**src/hdl/scd_pkg.sv**
```systemverilog
// Shared types and constants of the shift register chain driver.
`timescale 1ns / 1ps

package scd_pkg;

  localparam int unsigned MAX_REGS_DEF = 4;
  localparam int unsigned BITS_PER_REG = 8;
  localparam int unsigned REG_CNT_W    = 3;
  localparam int unsigned BIT_IDX_W    = 5;
  localparam int unsigned QUEUE_DEPTH  = 2;
  localparam int unsigned QUEUE_PTR_W  = (QUEUE_DEPTH > 1) ? $clog2(QUEUE_DEPTH) : 1;
  localparam int unsigned QUEUE_CNT_W  = $clog2(QUEUE_DEPTH + 1);

  localparam logic [REG_CNT_W-1:0] RESET_REG_COUNT = 3'd4;

  typedef enum logic [1:0] {
    OP_SET     = 2'd0,
    OP_CLR     = 2'd1,
    OP_OE      = 2'd2,
    OP_REFRESH = 2'd3
  } op_e;

  typedef enum logic [2:0] {
    CMD_NOP     = 3'd0,
    CMD_SET     = 3'd1,
    CMD_CLR     = 3'd2,
    CMD_OE      = 3'd3,
    CMD_REFRESH = 3'd4
  } cmd_kind_e;

  typedef struct packed {
    cmd_kind_e            kind;
    logic [BIT_IDX_W-1:0] bit_index;
    logic                 enable;
  } cmd_t;

  typedef struct packed {
    logic valid;
    cmd_t cmd;
  } q_head_t;

  typedef enum logic [1:0] {
    BK_IDLE  = 2'd0,
    BK_SHIFT = 2'd1,
    BK_LATCH = 2'd2
  } back_state_e;

endpackage

```
**src/hdl/scd_front.sv**
```systemverilog
// Front end: register count, request decode and command queue.
`timescale 1ns / 1ps

module scd_front #(
  parameter int unsigned MAX_REGS = scd_pkg::MAX_REGS_DEF
) (
  input  logic                           clk_i,
  input  logic                           rst_ni,
  input  logic                           in_valid_i,
  output logic                           in_stall_o,
  input  logic [1:0]                     operation_i,
  input  logic [scd_pkg::BIT_IDX_W-1:0]  bit_index_i,
  input  logic                           enable_value_i,
  input  logic                           cfg_we_i,
  input  logic [scd_pkg::REG_CNT_W-1:0]  cfg_wdata_i,
  output logic [scd_pkg::REG_CNT_W-1:0]  eff_count_o,
  output scd_pkg::q_head_t               head_o,
  input  logic                           pop_i
);

  logic [scd_pkg::REG_CNT_W-1:0]   reg_count_q;
  logic [scd_pkg::REG_CNT_W-1:0]   eff_count;
  logic                            in_range;
  scd_pkg::cmd_t                   cmd;
  scd_pkg::cmd_t                   q_mem_q [scd_pkg::QUEUE_DEPTH];
  logic [scd_pkg::QUEUE_PTR_W-1:0] wr_ptr_q, wr_ptr_d;
  logic [scd_pkg::QUEUE_PTR_W-1:0] rd_ptr_q, rd_ptr_d;
  logic [scd_pkg::QUEUE_CNT_W-1:0] count_q, count_d;
  logic                            push;

  always_ff @(posedge clk_i or negedge rst_ni) begin
    if (!rst_ni) begin
      reg_count_q <= scd_pkg::RESET_REG_COUNT;
    end else if (cfg_we_i) begin
      reg_count_q <= cfg_wdata_i;
    end
  end

  // Saturate the count to the chain length that was built.
  assign eff_count = (reg_count_q > scd_pkg::REG_CNT_W'(MAX_REGS))
                     ? scd_pkg::REG_CNT_W'(MAX_REGS) : reg_count_q;
  assign eff_count_o = eff_count;

  assign in_range = {1'b0, bit_index_i} < {eff_count, 3'b000};

  always_comb begin
    cmd.bit_index = bit_index_i;
    cmd.enable    = enable_value_i;
    unique case (scd_pkg::op_e'(operation_i))
      scd_pkg::OP_SET:     cmd.kind = in_range ? scd_pkg::CMD_SET : scd_pkg::CMD_NOP;
      scd_pkg::OP_CLR:     cmd.kind = in_range ? scd_pkg::CMD_CLR : scd_pkg::CMD_NOP;
      scd_pkg::OP_OE:      cmd.kind = scd_pkg::CMD_OE;
      scd_pkg::OP_REFRESH: cmd.kind = scd_pkg::CMD_REFRESH;
      default:             cmd.kind = scd_pkg::CMD_NOP;
    endcase
  end

  assign in_stall_o = (count_q == scd_pkg::QUEUE_CNT_W'(scd_pkg::QUEUE_DEPTH));
  assign push       = in_valid_i && !in_stall_o;

  always_comb begin
    wr_ptr_d = wr_ptr_q;
    rd_ptr_d = rd_ptr_q;
    count_d  = count_q;
    if (push) begin
      wr_ptr_d = (wr_ptr_q == scd_pkg::QUEUE_PTR_W'(scd_pkg::QUEUE_DEPTH - 1))
                 ? '0 : wr_ptr_q + 1'b1;
    end
    if (pop_i) begin
      rd_ptr_d = (rd_ptr_q == scd_pkg::QUEUE_PTR_W'(scd_pkg::QUEUE_DEPTH - 1))
                 ? '0 : rd_ptr_q + 1'b1;
    end
    if (push && !pop_i) begin
      count_d = count_q + 1'b1;
    end else if (!push && pop_i) begin
      count_d = count_q - 1'b1;
    end
  end

  always_ff @(posedge clk_i or negedge rst_ni) begin
    if (!rst_ni) begin
      wr_ptr_q <= '0;
      rd_ptr_q <= '0;
      count_q  <= '0;
    end else begin
      wr_ptr_q <= wr_ptr_d;
      rd_ptr_q <= rd_ptr_d;
      count_q  <= count_d;
    end
  end

  always_ff @(posedge clk_i) begin
    if (push) begin
      q_mem_q[wr_ptr_q] <= cmd;
    end
  end

  assign head_o.valid = (count_q != '0);
  assign head_o.cmd   = q_mem_q[rd_ptr_q];

endmodule

```
**src/hdl/scd_back.sv**
```systemverilog
// Back end: output image, enable level, shift sequencer and result register.
`timescale 1ns / 1ps

module scd_back #(
  parameter int unsigned MAX_REGS = scd_pkg::MAX_REGS_DEF
) (
  input  logic                          clk_i,
  input  logic                          rst_ni,
  input  scd_pkg::q_head_t              head_i,
  output logic                          pop_o,
  input  logic [scd_pkg::REG_CNT_W-1:0] eff_count_i,
  output logic                          out_valid_o,
  input  logic                          out_stall_i,
  output logic                          ser_level_o,
  output logic                          shift_pulse_o,
  output logic                          latch_pulse_o,
  output logic                          oe_n_o,
  output logic                          last_o
);

  localparam int unsigned ByteW = (MAX_REGS > 1) ? $clog2(MAX_REGS) : 1;

  scd_pkg::back_state_e state_q, state_d;
  logic [scd_pkg::BITS_PER_REG-1:0] image_q [MAX_REGS];
  logic                 oe_q;
  logic [ByteW-1:0]     byte_q;
  logic [2:0]           bit_q;
  logic [ByteW-1:0]     wr_byte;
  logic                 out_free;
  logic                 start_run;
  logic                 load_shift;
  logic                 load_latch;
  logic                 run_end;
  logic                 out_valid_q;
  logic                 ser_q, shift_q, latch_q, oe_out_q, last_q;

  assign out_free = !out_valid_q || !out_stall_i;
  assign run_end  = (bit_q == 3'd0) && (byte_q == '0);
  assign wr_byte  = ByteW'(head_i.cmd.bit_index >> 3);

  always_comb begin
    state_d = state_q;
    unique case (state_q)
      scd_pkg::BK_IDLE: begin
        if (head_i.valid && head_i.cmd.kind == scd_pkg::CMD_REFRESH) begin
          state_d = (eff_count_i == '0) ? scd_pkg::BK_LATCH : scd_pkg::BK_SHIFT;
        end
      end
      scd_pkg::BK_SHIFT: begin
        if (out_free && run_end) begin
          state_d = scd_pkg::BK_LATCH;
        end
      end
      scd_pkg::BK_LATCH: begin
        if (out_free) begin
          state_d = scd_pkg::BK_IDLE;
        end
      end
      default: state_d = scd_pkg::BK_IDLE;
    endcase
  end

  always_comb begin
    pop_o      = (state_q == scd_pkg::BK_IDLE) && head_i.valid;
    start_run  = pop_o && (head_i.cmd.kind == scd_pkg::CMD_REFRESH);
    load_shift = (state_q == scd_pkg::BK_SHIFT) && out_free;
    load_latch = (state_q == scd_pkg::BK_LATCH) && out_free;
  end

  always_ff @(posedge clk_i or negedge rst_ni) begin
    if (!rst_ni) begin
      state_q <= scd_pkg::BK_IDLE;
    end else begin
      state_q <= state_d;
    end
  end

  always_ff @(posedge clk_i or negedge rst_ni) begin
    if (!rst_ni) begin
      for (int i = 0; i < int'(MAX_REGS); i++) begin
        image_q[i] <= '0;
      end
      oe_q <= 1'b1;
    end else if (pop_o) begin
      unique case (head_i.cmd.kind)
        scd_pkg::CMD_SET: image_q[wr_byte][head_i.cmd.bit_index[2:0]] <= 1'b1;
        scd_pkg::CMD_CLR: image_q[wr_byte][head_i.cmd.bit_index[2:0]] <= 1'b0;
        scd_pkg::CMD_OE:  oe_q <= !head_i.cmd.enable;
        default: ;
      endcase
    end
  end

  always_ff @(posedge clk_i) begin
    if (start_run) begin
      byte_q <= ByteW'(eff_count_i - 3'd1);
      bit_q  <= 3'd7;
    end else if (load_shift) begin
      if (bit_q == 3'd0) begin
        bit_q  <= 3'd7;
        byte_q <= byte_q - 1'b1;
      end else begin
        bit_q <= bit_q - 1'b1;
      end
    end
  end

  always_ff @(posedge clk_i or negedge rst_ni) begin
    if (!rst_ni) begin
      out_valid_q <= 1'b0;
    end else if (load_shift || load_latch) begin
      out_valid_q <= 1'b1;
    end else if (!out_stall_i) begin
      out_valid_q <= 1'b0;
    end
  end

  always_ff @(posedge clk_i) begin
    if (load_shift) begin
      ser_q    <= image_q[byte_q][bit_q];
      shift_q  <= 1'b1;
      latch_q  <= 1'b0;
      oe_out_q <= oe_q;
      last_q   <= 1'b0;
    end else if (load_latch) begin
      ser_q    <= 1'b0;
      shift_q  <= 1'b0;
      latch_q  <= 1'b1;
      oe_out_q <= oe_q;
      last_q   <= 1'b1;
    end
  end

  assign out_valid_o   = out_valid_q;
  assign ser_level_o   = ser_q;
  assign shift_pulse_o = shift_q;
  assign latch_pulse_o = latch_q;
  assign oe_n_o        = oe_out_q;
  assign last_o        = last_q;

  a_no_pop_in_run: assert property (@(posedge clk_i) disable iff (!rst_ni)
    (state_q != scd_pkg::BK_IDLE) |-> !pop_o)
    else $error("queue popped during a refresh run");

  a_latch_loads_last: assert property (@(posedge clk_i) disable iff (!rst_ni)
    load_latch |=> (out_valid_q && last_q && latch_q && !shift_q))
    else $error("latch step did not produce the closing result");

  a_shift_not_last: assert property (@(posedge clk_i) disable iff (!rst_ni)
    load_shift |=> (out_valid_q && shift_q && !last_q))
    else $error("shift step produced a bad result");

  a_run_byte_range: assert property (@(posedge clk_i) disable iff (!rst_ni)
    (state_q == scd_pkg::BK_SHIFT) |-> (int'(byte_q) < int'(MAX_REGS)))
    else $error("byte counter left the chain");

endmodule

```
**src/hdl/shift_register_chain_driver_unit.sv**
```systemverilog
// Top level of the shift register chain driver.
`timescale 1ns / 1ps

// Drives a daisy chain of 8-bit serial-in, latched-out shift registers.
// Input channel (in_valid_i / in_stall_o): one request per accepted edge,
// carrying operation_i, bit_index_i and enable_value_i. Set, clear and
// enable requests change the image or the enable level and give no result.
// A refresh request gives 8*N shift results (highest byte first, MSB first)
// and one closing latch result flagged with last_o, N being the saturated
// register count.
// Output channel (out_valid_o / out_stall_i): one result per accepted edge.
// A request sits in a two-entry queue; the back end takes it from the
// queue head once idle. On a refresh the state register moves to shift,
// then the result register loads the first result; results follow one
// per cycle while the receiver does not stall, paced by the shift
// sequencer. A receiver stall holds the result register and the sequencer;
// the queue keeps accepting until it fills, then in_stall_o rises.
// Reset clears the image, sets the enable level to disabled (oe_n high),
// empties the queue and sets the register count to four.
// cfg_we_i / cfg_wdata_i write the register count; write it only when idle.

module shift_register_chain_driver_unit #(
  parameter int unsigned MAX_REGS = scd_pkg::MAX_REGS_DEF
) (
  input  logic                          clk_i,
  input  logic                          rst_ni,
  input  logic                          in_valid_i,
  output logic                          in_stall_o,
  input  logic [1:0]                    operation_i,
  input  logic [scd_pkg::BIT_IDX_W-1:0] bit_index_i,
  input  logic                          enable_value_i,
  input  logic                          cfg_we_i,
  input  logic [scd_pkg::REG_CNT_W-1:0] cfg_wdata_i,
  output logic                          out_valid_o,
  input  logic                          out_stall_i,
  output logic                          ser_level_o,
  output logic                          shift_pulse_o,
  output logic                          latch_pulse_o,
  output logic                          oe_n_o,
  output logic                          last_o
);

  scd_pkg::q_head_t              head;
  logic                          pop;
  logic [scd_pkg::REG_CNT_W-1:0] eff_count;

  // Decode requests and queue them.
  scd_front #(
    .MAX_REGS (MAX_REGS)
  ) u_front (
    .clk_i          (clk_i),
    .rst_ni         (rst_ni),
    .in_valid_i     (in_valid_i),
    .in_stall_o     (in_stall_o),
    .operation_i    (operation_i),
    .bit_index_i    (bit_index_i),
    .enable_value_i (enable_value_i),
    .cfg_we_i       (cfg_we_i),
    .cfg_wdata_i    (cfg_wdata_i),
    .eff_count_o    (eff_count),
    .head_o         (head),
    .pop_i          (pop)
  );

  // Apply queued requests and stream refresh results.
  scd_back #(
    .MAX_REGS (MAX_REGS)
  ) u_back (
    .clk_i         (clk_i),
    .rst_ni        (rst_ni),
    .head_i        (head),
    .pop_o         (pop),
    .eff_count_i   (eff_count),
    .out_valid_o   (out_valid_o),
    .out_stall_i   (out_stall_i),
    .ser_level_o   (ser_level_o),
    .shift_pulse_o (shift_pulse_o),
    .latch_pulse_o (latch_pulse_o),
    .oe_n_o        (oe_n_o),
    .last_o        (last_o)
  );

endmodule
```
**config.mk**
```make
export PLATFORM = sky130hd
export DESIGN_NAME = shift_register_chain_driver_unit
export DESIGN_NICKNAME = d
export VERILOG_FILES = /design/src/hdl/scd_pkg.sv /design/src/hdl/scd_front.sv /design/src/hdl/scd_back.sv /design/src/hdl/shift_register_chain_driver_unit.sv
export SDC_FILE = /design/constraint.sdc
export NUM_CORES = 1
export LEC_CHECK = 0
export ABC_AREA = 0
export BUFFER_PORTS_ARGS = -buffer_cell sky130_fd_sc_hd__buf_2
export CORE_MARGIN = 5
export CORE_UTILIZATION = 40
export DETAILED_ROUTE_END_ITERATION = 12
export PLACE_DENSITY = 0.64
export RECOVER_POWER = 25
export SYNTH_ARGS = -nofsm -noshare
export SYNTH_HDL_FRONTEND = slang
export SYNTH_SLANG_ARGS = --single-unit
```
**constraint.sdc**
```tcl
create_clock -name clk_i -period 1.96 [get_ports clk_i]
set_input_delay 0.294 -clock clk_i [delete_from_list [all_inputs] [get_ports clk_i]]
set_output_delay 0.294 -clock clk_i [all_outputs]
set_load 0.02 [all_outputs]
```
# ---- Yosys cells after proc, flatten, opt, wreduce, memory -nomap -nowiden
# Memories as Yosys holds them, arrays and structs flattened.
# Index checks and enable logic that the tools add are counted.
dict set report totals {
  reg_bits 52
  latch_bits 0
  ram_bits 18
  rom_bits 0
  inputBits 16
  output_inout_bits 7
  elab_cells 122
  memories 1
}
dict set report classes {
  add_sub_neg 7
  n_mul 0
  div 0
  order_cmp 8
  eq_ne 14
  shift 0
  n_mux 35
  bitwise 5
  n_reduce_logical 35
}
# memory depth word_bits read_ports rd_ports_with_merged_regs write_ports line
set mem_list {}
lappend mem_list {u_front.q_mem_q 2 9 1 0 1 scd_front.sv:25} ;# scd_pkg::cmd_t q_mem_q [scd_pkg::QUEUE_DEPTH];
# operator count
set op_table {}
lappend op_table {{case mux 32 bit (2 select lines)} 1}
lappend op_table {{AND 32 bit} 1}
lappend op_table {{inverter 32 bit} 1}
lappend op_table {{OR 32 bit} 1}
lappend op_table {{two-way mux 8 bit} 3}
lappend op_table {{two-way mux 2 bit} 10}
lappend op_table {{binary-select mux 8 bit (select 2 bit)} 1}
lappend op_table {{demux 8 bit (select 2 bit)} 1}
lappend op_table {{two-way mux 1 bit} 13}
lappend op_table {{logical AND 1 bit} 12}
lappend op_table {{case mux 3 bit (4 select lines)} 1}
lappend op_table {{nonzero test 2 bit} 6}
lappend op_table {{== test 2 bit, second input constant} 4}
lappend op_table {{less-than comparator 3 x 4 -> 1 bit, second input constant} 2}
lappend op_table {{!= test 2 x 1 -> 1 bit, second input constant} 4}
lappend op_table {{== test 3 x 2 -> 1 bit, second input constant} 2}
lappend op_table {{>= comparator 3 bit, second input constant} 2}
lappend op_table {{zero test 1 bit} 6}
lappend op_table {{zero test 2 bit} 3}
lappend op_table {{zero test 3 bit} 2}
lappend op_table {{less-than comparator 5 x 6 -> 1 bit} 1}
lappend op_table {{two-way mux 3 bit} 2}
lappend op_table {{inverter 2 -> 3 bit} 2}
lappend op_table {{case mux 2 bit (3 select lines)} 1}
lappend op_table {{15 further kinds} 22}

# ---- Depth between registers and ports, before layout
# Gate-level depths: netlist of run 1.
# An unclocked memory read counts as a cell.
dict set report logic_depth {
  depth_word 10
  depth_mapped 7
  mapped_depth_nobuf 7
}

# ---- Modules after synthesis
# A second synthesis of run 1 with hierarchy kept.
dict set report unflattened {
  cells_unflattened 275
  hier_area_um2 3513.4
}
# module n_inst cells_each area_each_um2
set by_module_without_submodules {}
lappend by_module_without_submodules {scd_back 1 210 2433.6}
lappend by_module_without_submodules {scd_front 1 65 1079.8}

# ---- Least setup slack after synthesis of run 1
# OpenSTA, ideal clock, no wires.
dict set report synth_timing {
  path_kind {reg-to-reg}
  start {register u_back.byte_q[0]}
  end {register u_back.ser_q, in the netlist u_back.ser_level_o (data pin)}
  setup_ps 255
  arrival_time_ps 1500
  setup_slack_ps 205
  path_stages_with_launch 6
  path_cell_list {edfxtp_1 buf_2 mux4_2 mux2i_1 a31oi_1 and3_1}
}
dict set report synth_between {
  elab_chain_len 7
}
# element line
set synth_lines {}
lappend synth_lines {{start, declared} scd_back.sv:26} ;# logic [ByteW-1:0] byte_q;
lappend synth_lines {{start signal, assigned} scd_back.sv:96} ;# byte_q <= ByteW'(eff_count_i - 3'd1);
lappend synth_lines {{start signal, assigned} scd_back.sv:101} ;# byte_q <= byte_q - 1'b1;
lappend synth_lines {{inverter 2 -> 3 bit (not written as such)} scd_back.sv:120} ;# ser_q <= image_q[byte_q][bit_q];
lappend synth_lines {{binary-select mux 8 bit (select 2 bit)} scd_back.sv:120}
lappend synth_lines {{two-way mux 8 bit (not written as such) (2 in series)} scd_back.sv:120}
lappend synth_lines {{binary-select mux 1 bit (select 3 bit)} scd_back.sv:120}
lappend synth_lines {{two-way mux 1 bit (not written as such)} scd_back.sv:120}
lappend synth_lines {{two-way mux 1 bit} scd_back.sv:119} ;# if (load_shift) begin
lappend synth_lines {{end signal, assigned} scd_back.sv:120}
lappend synth_lines {{end, declared} scd_back.sv:35} ;# logic ser_q, shift_q, latch_q, oe_out_q, last_q;
# Every way passes these cells. The select of a mux whose other input is x is not followed.
# A chain may end at the register's enable or synchronous reset.

==> flow_metrics.tcl, run 1 <==
set metrics [dict create \
    status "finished, final reports clean" \
    rsz0062_at_grt "yes" \
    ys_seq_elements 70 \
    synthDistinctLibCells 52 \
    postCtsHoldBufs 0 \
    drive_gt1_frac 0.355 \
    tightestPinTransition_ns 1.09 \
    dp_hpwl_mm 4.76 \
    fmax_ghz 0.528 \
    grt_usage 0.132 \
    pwr-share-comb 0.397 \
    powerDensity_nw_per_um2 1300 \
    grt_pass1_vias 2366 \
    endpoint_kind "flop" \
    drtIter0Drc 135 \
    routed_wl_mm 6.99 \
    synth_compound_area_frac 0.0590 \
    multi_input_area_sq_um 1700 \
    report.final.hold_viol_count 0 \
    synth_nets 307 \
    slew_headroom 0.275 \
    numCtsBuffers 9 \
    antenna_cells 0 \
    finalNetCount 336 \
    viasPerCell 5.50 \
    worstPathRequired_ns 2.18 \
    fill_cells 766 \
    postSynthAreaPerCell_sq_um 12.7 \
    synth_seq_area_share 0.504 \
    synth_edf_count 22 \
    design.die.area_sq_um 11100 \
    place_inst 413 \
    synth-simple-area-share 0.171 \
    place_congestion 0.748 \
    swShare 0.375 \
    p_clk_frac 0.199 \
    final_common_cell "dfrtp_1" \
    ios 23 \
    cts.path.max_buffers 2 \
    via_count 2360 \
    post-cts-setup-buffer-count 0 \
    seq_power_share 0.404 \
    clk_pin_slew_ns 0.07 \
    cts-root-buf "clkbuf_8" \
    wl_per_cell_microns 16.3 \
    async_flop_share 0.614 \
    synth_xor_area_frac 0.0264 \
    synthCells 287 \
    yosys_warnings 0 \
    p_sw_mw 2.01 \
    final_core_util 0.469 \
    areaGrowthSynthToFinish_pct 13.1 \
    final_cells 429 \
    period_share 0.966 \
    grt_antenna_before_repair 0 \
    grt_max_degree 44 \
    synthMuxAreaShare 0.186 \
    internal_power_mw 3.35 \
    portBuffers 22 \
    grt_pass1_wl_mm 11.7 \
    design_area_sq_um 4130 \
    cts_tree "yes" \
    overflow 0 \
    peakVddDrop_uv 1000 \
    rows 34 \
    maxCapViolCount 0 \
    numClockSinks 70 \
    final_cell_mix "40 x dfrtp_1, 34 x mux2_2, 23 x nor4_1" \
    crit_fanout 10 \
    synthAdderAreaFrac 0.0137 \
    start_kind "flop" \
    regArea_sq_um 1840 \
    setup-violations-final 0 \
    finClkSkew_ns 0.0110 \
    fp.dieH_microns 106 \
    start_util 0.414 \
    dpl_cell_area_sq_um 3920 \
    critPathArrivalTime_ns 2.11 \
    criticalPathCategory "flop to flop" \
    ant_nets 0 \
    dr.pass1.iters 4 \
    fin_ws_ns 0.0675 \
    hold_class "input pin to flop" \
    clkLatencyLatePin_ns 0.34 \
    syn_area_sq_um 3650 \
    p_leak_nw 1.67 \
    pre_cts_ws_ns 0.00486 \
    drc 0 \
    core-area_sq_um 8810 \
    fp.dieW_microns 106 \
    synth_top_family_by_area "multiplexers" \
    total_power_mw 5.36 \
    tns_ns 0 \
    ys.flop_type "dfrtp_1" \
    slew_violations 0 \
    period_needed_ns 1.89 \
    fin_hold_ws_ns 0.139 \
    htreeDepth 3 \
]
logic make-up after synthesis:
family                   Yosys count
AND/OR/NAND/NOR                   95
flip-flops                        70
multiplexers                      52
AO/OA/AOI/OAI                     31
buffers and inverters             24
XOR/XNOR                          11
adder cells (fa/ha/maj)            4
path summary, 6_finish.rpt:
check / startpoint / slack (ns) / endpoint / depth (start not counted)
setup / recovery: u_front.rd_ptr_q$_DFFE_PN0P_ / 0.07 / flop / 5
hold / removal: bit_index_i[0] / 0.14 / u_front.q_mem_q[0][1]$_DFFE_PP_ / 1
setup reg to reg: u_front.rd_ptr_q$_DFFE_PN0P_ / 0.07 / flop / 5
hold reg to reg: u_back.shift_pulse_o$_SDFFE_PP1P_ / 0.45 / u_back.shift_pulse_o$_SDFFE_PP1P_ / 2
max in group asynchronous: rst_ni / 1.00 / u_front.rd_ptr_q$_DFFE_PN0P_ / 2
min in group asynchronous: rst_ni / 0.24 / async pin / 2
cell usage after synthesis (all sizes together), types with 4 or more instances:
cell type   n  share of area
mux2i       6          0.020
a21oi       4         0.0055
and3        5         0.0086
dfrtp      41           0.28
nand2b      7          0.012
o21ai      15          0.022
nor2       15          0.017
mux4        8          0.049
edfxtp     22           0.18
nor4       25          0.043
clkbuf      5         0.0051
dfxtp       5          0.027
nand2      14          0.015
nor3b       4          0.012
mux2       38           0.12
xnor2       6          0.014
inv         8         0.0082
nor4b       8          0.031
xor2        5          0.012
nor3        4         0.0055
buf        11          0.026
ha          4          0.014
worst max-delay path: stages (launching register included):
cell	delay [ns]
dfrtp_2	0.45
buf_4	0.18
mux2_2	0.27
o21ai_1	0.15
nor4_1	0.34
mux2_2	0.37
timing repair:
item	in CTS	in global routing
resized for setup	1	7
gates cloned	0	0
setup endpoints to repair	3	17
pin swaps	2	1
metal layers:
layer,part of all wire,track usage
met4,0.020,0.0518
met3,0.029,0.0367
met5,0,0
met1,0.48,0.173
met2,0.47,0.208
power by group through the flow:
stage | Sequential, mW | Clock, mW | Combinational [mW]
global route | 2.21 | 1.18 | 2.31
CTS | 2.16 | 1.10 | 2.11
detailed placement | 2.19 | 0 | 2.10
global placement | 2.18 | 0 | 2.08
finish | 2.16 | 1.07 | 2.13
floorplan | 2.15 | 0 | 1.58
cell type report:
| type | count | area share |
|---|---|---|
| Clock buffer | 15 | 0.0427 |
| Clock inverter | 1 | 0.00121 |
| Inverter | 8 | 0.00727 |
| Multi-Input combinational cell | 193 | 0.412 |
| Sequential cell | 70 | 0.446 |
| Tap cell | 108 | 0.0327 |
| Timing Repair Buffer | 34 | 0.0588 |
Note: power is estimated with default switching activity, not from simulation.
==> inputs of run 2 (changes only) <==
--- a/config.mk
+++ b/config.mk
@@ -7,6 +7,7 @@
 export LEC_CHECK = 0
 export ABC_AREA = 0
 export BUFFER_PORTS_ARGS = -buffer_cell sky130_fd_sc_hd__buf_2
+export CORE_ASPECT_RATIO = 1.75
 export CORE_MARGIN = 5
 export CORE_UTILIZATION = 40
 export DETAILED_ROUTE_END_ITERATION = 12
==> run 2 against run 1 <==
  * Clock skew shrank 0.0045 ns
  * Largest power group unchanged
  * Sequential power is essentially flat
  * Cell area grew 1.4%
  * Via count grew 1.9%
  * Non-clock buffer count grew 1
  * Worst setup slack gained 0.028 ns
  * Count of clock-buffer cells in the layout is the same
  * Clock power grew 34%
  * Fmax grew 1.5%
  * Flip-flop and latch count is the same
  * Die area grew 0.67%
  * Routed wire length grew 7.0%
==> flow_metrics.tcl, run 2 (same netlist as run 1, synthesis figures left out) <==
set metrics [dict create \
    dp_hpwl_mm 5.50 \
    grt_pass1_wl_mm 12.3 \
    via_count 2404 \
    wl_per_cell_microns 16.9 \
    grt_max_degree 44 \
    antenna_cells 0 \
    worstPathRequired_ns 2.17 \
    hold_class "input pin to flop" \
    endpoint_kind "flop" \
    slew_violations 0 \
    rsz0062_at_grt "yes" \
    portBuffers 22 \
    grt_usage 0.149 \
    clk_pin_slew_ns 0.05 \
    ios 23 \
    period_needed_ns 1.86 \
    period_share 0.951 \
    fp.dieW_microns 82.2 \
    dr.pass1.iters 4 \
    viasPerCell 5.44 \
    overflow 0 \
    final_common_cell "dfrtp_1" \
    cts-root-buf "clkbuf_16" \
    pre_cts_ws_ns 0.105 \
    finalNetCount 337 \
    powerDensity_nw_per_um2 1370 \
    post-cts-setup-buffer-count 0 \
    final_cells 442 \
    htreeDepth 3 \
    areaGrowthSynthToFinish_pct 14.7 \
    total_power_mw 5.73 \
    setup-violations-final 0 \
    crit_fanout 27 \
    drive_gt1_frac 0.332 \
    drc 0 \
    peakVddDrop_uv 951 \
    fin_ws_ns 0.0958 \
    maxCapViolCount 0 \
    drtIter0Drc 117 \
    design.die.area_sq_um 11200 \
    finClkSkew_ns 0.00645 \
    report.final.hold_viol_count 0 \
    fmax_ghz 0.536 \
    cts.path.max_buffers 2 \
    tightestPinTransition_ns 1.09 \
    slew_headroom 0.273 \
    final_cell_mix "41 x dfrtp_1, 34 x mux2_2, 25 x nor4_1" \
    grt_pass1_vias 2476 \
    place_congestion 0.810 \
    ant_nets 0 \
    fp.dieH_microns 136 \
    core-area_sq_um 8980 \
    status "finished, final reports clean" \
    place_inst 426 \
    numCtsBuffers 9 \
    criticalPathCategory "flop to flop" \
    grt_antenna_before_repair 0 \
    critPathArrivalTime_ns 2.08 \
    start_util 0.406 \
    clkLatencyLatePin_ns 0.33 \
    p_leak_nw 1.71 \
    rows 46 \
    cts_tree "yes" \
    start_kind "flop" \
    routed_wl_mm 7.48 \
    numClockSinks 70 \
]
run 2: changes by cell type in the layout (fill, tap and decap cells not counted), moves of 2 or more:
cell,before,now
clkbuf_16,0,9
nor4_2,2,0
clkbuf_8,12,1
nor4_1,23,25
buf_4,7,9
run 2: stage by stage:
| step | utilization | setup TNS (ns) | cell area (sq um) | hold slack (ns) |
|---|---|---|---|---|
| floorplan | - | 0 | 3650 | -0.00159 |
| global placement | 0.438 | 0 | 3930 | 0.403 |
| detailed placement | 0.438 | 0 | 3930 | 0.408 |
| CTS | 0.467 | 0 | 4190 | 0.0581 |
| global route | 0.466 | -0.0148 | 4190 | 0.149 |
| finish | 0.466 | 0 | 4190 | 0.159 |
run 2: layout make-up:
| type | instances | area (sq um) |
|---|---|---|
| fill | 856 | 4790 |
| sequential | 70 | 1840 |
| timing repair buffer | 35 | 239 |
| multi-input combinational | 193 | 1670 |
| tap | 120 | 150 |
| clock inverter | 1 | 5.00 |
| inverter | 8 | 30.0 |
| clock buffer | 15 | 258 |
run 2: report_power, final:
| group | internal (mW) | leakage, nW | switching (mW) | total, mW |
|---|---|---|---|---|
| Sequential | 1.89 | 0.812 | 0.272 | 2.16 |
| Clock | 0.889 | 0.128 | 0.539 | 1.43 |
| Combinational | 0.878 | 0.769 | 1.26 | 2.13 |
run 2: critical path, cell delays in order (launching register included):
cell and delay [ns]:
dfrtp_1 0.36, buf_12 0.18, nor2_1 0.07, a32oi_1 0.68
nor4_1 0.14, mux2_2 0.31
run 2: timing repair:
| item | CTS | global route |
|---|---|---|
| hold buffers | 0 | 0 |
| endpoints found under the setup margin | 0 | 2 |
| resized for setup | 0 | 0 |
run 2: path summary, 6_finish.rpt:
kind                                                        start                                 end  slack (ns)  cells past startpoint
worst max register to register       u_front.rd_ptr_q$_DFFE_PN0P_                                flop         0.1                      5
worst min-delay path                               bit_index_i[0]     u_front.q_mem_q[1][1]$_DFFE_PP_        0.16                      1
min in group asynchronous                                  rst_ni  u_front.reg_count_q[0]$_DFFE_PN0P_        0.25                      2
worst min register to register  u_back.shift_pulse_o$_SDFFE_PP1P_   u_back.shift_pulse_o$_SDFFE_PP1P_        0.48                      2
max in group asynchronous                                  rst_ni                           async pin        1.04                      2
worst max-delay path                 u_front.rd_ptr_q$_DFFE_PN0P_                                flop         0.1                      5
run 2: per-layer routing:
| layer | share of wire | track usage | up-vias |
|---|---|---|---|
| met1 | 0.37 | 0.160 | 1202 |
| met4 | 0.037 | 0.0860 | 0 |
| met5 | 0 | 0 | - |
| met3 | 0.028 | 0.0332 | 18 |
| met2 | 0.56 | 0.258 | 41 |
| li1 | - | - | 1143 |
